`config.mk`:
```
export PLATFORM = sky130hd
export DESIGN_NAME = gje_div
export DESIGN_NICKNAME = d
export VERILOG_FILES = /design/src/rtl/gje_pkg.sv /design/src/rtl/gje_div.sv
export SDC_FILE = /design/constraint.sdc
export NUM_CORES = 1
export LEC_CHECK = 0
export BUFFER_PORTS_ARGS = -buffer_cell sky130_fd_sc_hd__buf_2
export CORE_MARGIN = 2
export CORE_UTILIZATION = 42
export DETAILED_ROUTE_END_ITERATION = 10
export HOLD_SLACK_MARGIN = 0.08
export MAX_ROUTING_LAYER = met4
export PLACE_DENSITY = 0.62
export SKIP_CTS_REPAIR_TIMING = 1
export SLEW_MARGIN = 5
export SYNTH_ARGS = -nofsm -noshare
export SYNTH_HDL_FRONTEND = slang
export SYNTH_SLANG_ARGS = --single-unit
```
`constraint.sdc`:
```
create_clock -name clk -period 2.7 [get_ports clk]
set_input_delay 0.27 -clock clk [delete_from_list [all_inputs] [get_ports clk]]
set_output_delay 0.27 -clock clk [all_outputs]
set_load 0.01 [all_outputs]
```
`src/rtl/gje_pkg.sv`:
```
package gje_pkg;

  localparam int MAX_SIZE_DEF = 8;
  localparam int DW           = 32;
  localparam int FRAC         = 16;
  localparam int CFG_W        = 4;
  localparam int LC_W         = 7;

  localparam logic [CFG_W-1:0] CFG_RESET = 4'd8;
  localparam logic [DW-1:0]    Q_ONE     = 32'h0001_0000;
  localparam logic [DW-1:0]    Q_MAX     = 32'h7FFF_FFFF;
  localparam logic [DW-1:0]    Q_MIN     = 32'h8000_0000;

  function automatic logic [DW-1:0] sat_prod(input logic signed [2*DW-1:0] prod);
    logic signed [2*DW-1:0] q;
    q = prod >>> FRAC;  // floor
    if (q > $signed({{DW{1'b0}}, Q_MAX})) begin
      return Q_MAX;
    end else if (q < $signed({{DW{1'b1}}, Q_MIN})) begin
      return Q_MIN;
    end
    return q[DW-1:0];
  endfunction

  function automatic logic [DW-1:0] sub_sat(input logic [DW-1:0] a, input logic [DW-1:0] b);
    logic signed [DW:0] d;
    d = $signed({a[DW-1], a}) - $signed({b[DW-1], b});
    if (d[DW] != d[DW-1]) begin
      return d[DW] ? Q_MIN : Q_MAX;
    end
    return d[DW-1:0];
  endfunction

endpackage

```
`src/rtl/gje_div.sv`:
```
module gje_div import gje_pkg::*; (
  input  logic          clk,
  input  logic          rst_n,
  input  logic          start,
  input  logic [DW-1:0] num,
  input  logic [DW-1:0] den,
  output logic          done,
  output logic [DW-1:0] quo
);

  localparam int NUMW = DW + FRAC;
  localparam int CW   = $clog2(NUMW);

  logic            busy_r, done_r, neg_r;
  logic [CW-1:0]   cnt_r;
  logic [DW-1:0]   rem_r, dsr_r;
  logic [NUMW-1:0] dvd_r;
  logic [DW:0]     trial;
  logic            qbit;

  assign trial = {rem_r, dvd_r[NUMW-1]};
  assign qbit  = (trial >= {1'b0, dsr_r});

  always_ff @(posedge clk) begin
    if (!rst_n) begin
      busy_r <= 1'b0;
      done_r <= 1'b0;
      cnt_r  <= '0;
    end else if (start) begin
      busy_r <= 1'b1;
      done_r <= 1'b0;
      cnt_r  <= '0;
    end else if (busy_r) begin
      cnt_r <= cnt_r + 1'b1;
      if (cnt_r == CW'(NUMW - 1)) begin
        busy_r <= 1'b0;
        done_r <= 1'b1;
      end
    end else begin
      done_r <= 1'b0;
    end
  end

  // restoring division on magnitudes, one quotient bit per cycle
  always_ff @(posedge clk) begin
    if (start) begin
      neg_r <= num[DW-1] ^ den[DW-1];
      dvd_r <= {(num[DW-1] ? (~num + 1'b1) : num), {FRAC{1'b0}}};
      dsr_r <= den[DW-1] ? (~den + 1'b1) : den;
      rem_r <= '0;
    end else if (busy_r) begin
      rem_r <= qbit ? DW'(trial - {1'b0, dsr_r}) : trial[DW-1:0];
      dvd_r <= {dvd_r[NUMW-2:0], qbit};
    end
  end

  always_comb begin
    if (!neg_r) begin
      quo = (dvd_r > NUMW'(Q_MAX)) ? Q_MAX : dvd_r[DW-1:0];
    end else begin
      quo = (dvd_r > NUMW'(Q_MIN)) ? Q_MIN : (~dvd_r[DW-1:0] + 1'b1);
    end
  end

  assign done = done_r;

endmodule

```
==> results.txt <==
Setup TNS: -27.10 ns
Final std cells w/o fill: 1558
EDFF count, synth: 65
Largest cells by area after synthesis: edfxtp_1 (22%), dfxtp_1 (12%), xnor2_1 (7.2%)
Share of layout cells above drive strength 1: 0.366
Violated checks: setup timing
Number of distinct library cells after synthesis: 81
Post-Route WL: 25.4 mm
#FFs+latches synth: 121
Final worst path period need: 3.50 ns
Post-Syn Instances: 1035
Worst Slack Setup Final: -0.802 ns
Initial antenna violation count: 0
CTS Root Cell: clkbuf_16
Nets: 1374
GR peak layer: met2
DR pass1 iterations: 6
Mapped Area: 9000 um^2
Top-area cell type share of the netlist area: 0.217
Synth warn: 0
Finished Core Util: 0.603
Core area: 21000 um^2
Cell taking the most area after synthesis: edfxtp_1
Reg-to-Reg End: rem_r[29]
# clock sinks: 121
Main synth FF type: edfxtp_1
Dpl cells: 1506
CTS tree: done
Slew @ Worst Pin: 0.603 ns
DR vias/cell: 5.65
Routed Antenna Nets: 0
Clock tree buffer depth: 2
Area grow syn2layout: 40.8%
Synth Net Count: 1139
Crit path DAT: 3.23 ns
Worst Path Required: 2.43 ns
Register area share after synthesis: 0.341
Reg2Reg Depth: 11
Pwr Density: 488 nW/um^2
Num CTS Buffers: 17
First-pass GRT wire length: 40.0 mm
Antenna diodes: 0
I/O pin count: 100
DIE AREA: 22600 um^2
Via total after detailed routing: 8800
Peak VDD IR: 473 uV
Clock skew: 0.00866 ns
H-tree levels: 4
Avg Cell Area, Syn: 8.70 um^2
Largest net degree at the start of global routing: 78
CP startpoint: dvd_r[9]
Status: complete, but fails checks
Clk pin slew, worst setup/hold paths: 0.05 ns
P_leak: 5.21 nW
Total Power: 6.18 mW
Clock Latency Late Sink: 0.43 ns
Final worst-path cycle share: 1.30
Relative slew slack: 0.598
R2r startpoint: dsr_r[7]
Initial Util: 0.428
Max Cap Viol: 0
Synth async-reset ratio: 0
Crit. End Element: output port
M1 GR Usage: 0.294
Flop2flop setup slack: -0.22 ns
Die Y: 150 um
Crit-path max FO: 3
RSZ-0062 raised after global routing: true
Global Route met2 Usage: 0.371
Final Hold Vio Count: 0
Worst setup SP type: flip-flop
Detail Placement HPWL: 17.9 mm
Chip width: 150 um
Hold WC Path Type: primary input to flip-flop
Gr ovfl total: 0
Number of global-route vias before repair: 8107
Met3 usage: 0.0294
Post-route DRC: 0
Final Hold Slack: 0.0904 ns
Max frequency: 0.286 GHz
DRT iter0 DRCs: 430
Placement Rows: 53
Overall Global Routing Usage: 0.225
Routed wire per std cell: 16.3 um
Worst Setup EP: quo[30]
Pins Over Slew Limit: 0
Crit Path Class: flip-flop to output port
IO buf count: 99
Gpl congestion: 0.941
# setup viols final: 64
[where the power goes]
group	internal [mW]	total, mW	switching, mW
logic	0.846	1.79	0.945
clock network	1.37	2.19	0.823
registers	2.11	2.20	0.0899
[worst max-delay path: stages (launching register included)]
cell and delay (ns):
dfxtp_2 0.31, or4_4 0.55, nor4_4 0.37, nand4_1 0.18, or3_4 0.37, or4b_4 0.50
o31ai_2 0.18, nand2_1 0.09, o311ai_2 0.08, buf_2 0.17
[cell usage in the layout, fill, tap and decap left out, drive strengths merged, types with 8 or more instances in the layout]
cell type / n
a21o: 14
o41ai: 14
nand3: 30
xor2: 13
clkbuf: 29
a211o: 8
nand4: 13
nand2: 84
dfxtp: 56
or3: 27
o311ai: 20
buf: 276
o21ai: 81
nand2b: 8
xnor2: 74
or4: 10
mux2i: 17
edfxtp: 65
a311oi: 20
a21oi: 32
nor2: 93
inv: 59
nor3: 21
o31ai: 21
nor4: 19
a22o: 30
or2: 12
ha: 36
[per-stage QoR]
stage               setup WS [ns]  instance area (um^2)
floorplan                  -0.195                  9370
global placement           -0.338                 11200
detailed placement         -0.379                 11200
CTS                        -0.835                 11800
global route               -0.958                 12700
finish                     -0.802                 12700
[registers in the layout (all words and copies together), names as in the netlist]
register,cells
rem_r,32
cnt_r,6
dvd_r,48
dsr_r,32
busy_r,1
done,1
neg_r,1
[cells in the mapped netlist (17+ instances only)]
cell type	instances
a21oi_1	32
a22o_1	30
a311oi_1	20
clkbuf_1	50
dfxtp_1	56
edfxtp_1	65
ha_1	36
inv_1	58
mux2i_1	17
nand2_1	83
nand3_1	29
nor2_1	92
nor3_1	20
o21ai_0	79
o311ai_1	19
o31ai_1	18
or3_1	23
xnor2_1	74
[kinds of logic after synthesis]
kind of cell,Yosys count,synth area share
xor gates and xnor gates,87,0.0847
and+or+nand+nor,348,0.206
muxes,17,0.0189
buffers and inverters,122,0.0541
adders and majority gates,37,0.0523
DFF,121,0.341
AOI/OAI and AO/OA,303,0.243
[worst min-delay path by stage]
stage,start,endpoint,slack (ns),depth (start not counted)
global placement,rem_r[31],rem_r[31],0.46,2
detailed placement,rem_r[31],rem_r[31],0.47,2
global route,den[0],dsr_r[0],0.09,1
finish,den[0],dsr_r[0],0.09,1
floorplan,den[0],dsr_r[0],0.37,0
CTS,rst_n,busy_r,0.06,2
[area by class of cell]
class | count | area (um^2)
clock buffers | 26 | 541
clock inverters | 6 | 33.8
fillers | 1831 | 8350
inverters | 58 | 220
multi-input cells | 792 | 6380
flip-flops and latches | 121 | 3080
well taps | 275 | 344
repair buffers | 280 | 2070
[layer usage]
metal,up-vias,share of wire
li1,4368,-
met4,0,0.013
met2,218,0.48
met1,4185,0.46
met5,-,0
met3,29,0.038
(Power assumes the default switching activity.)
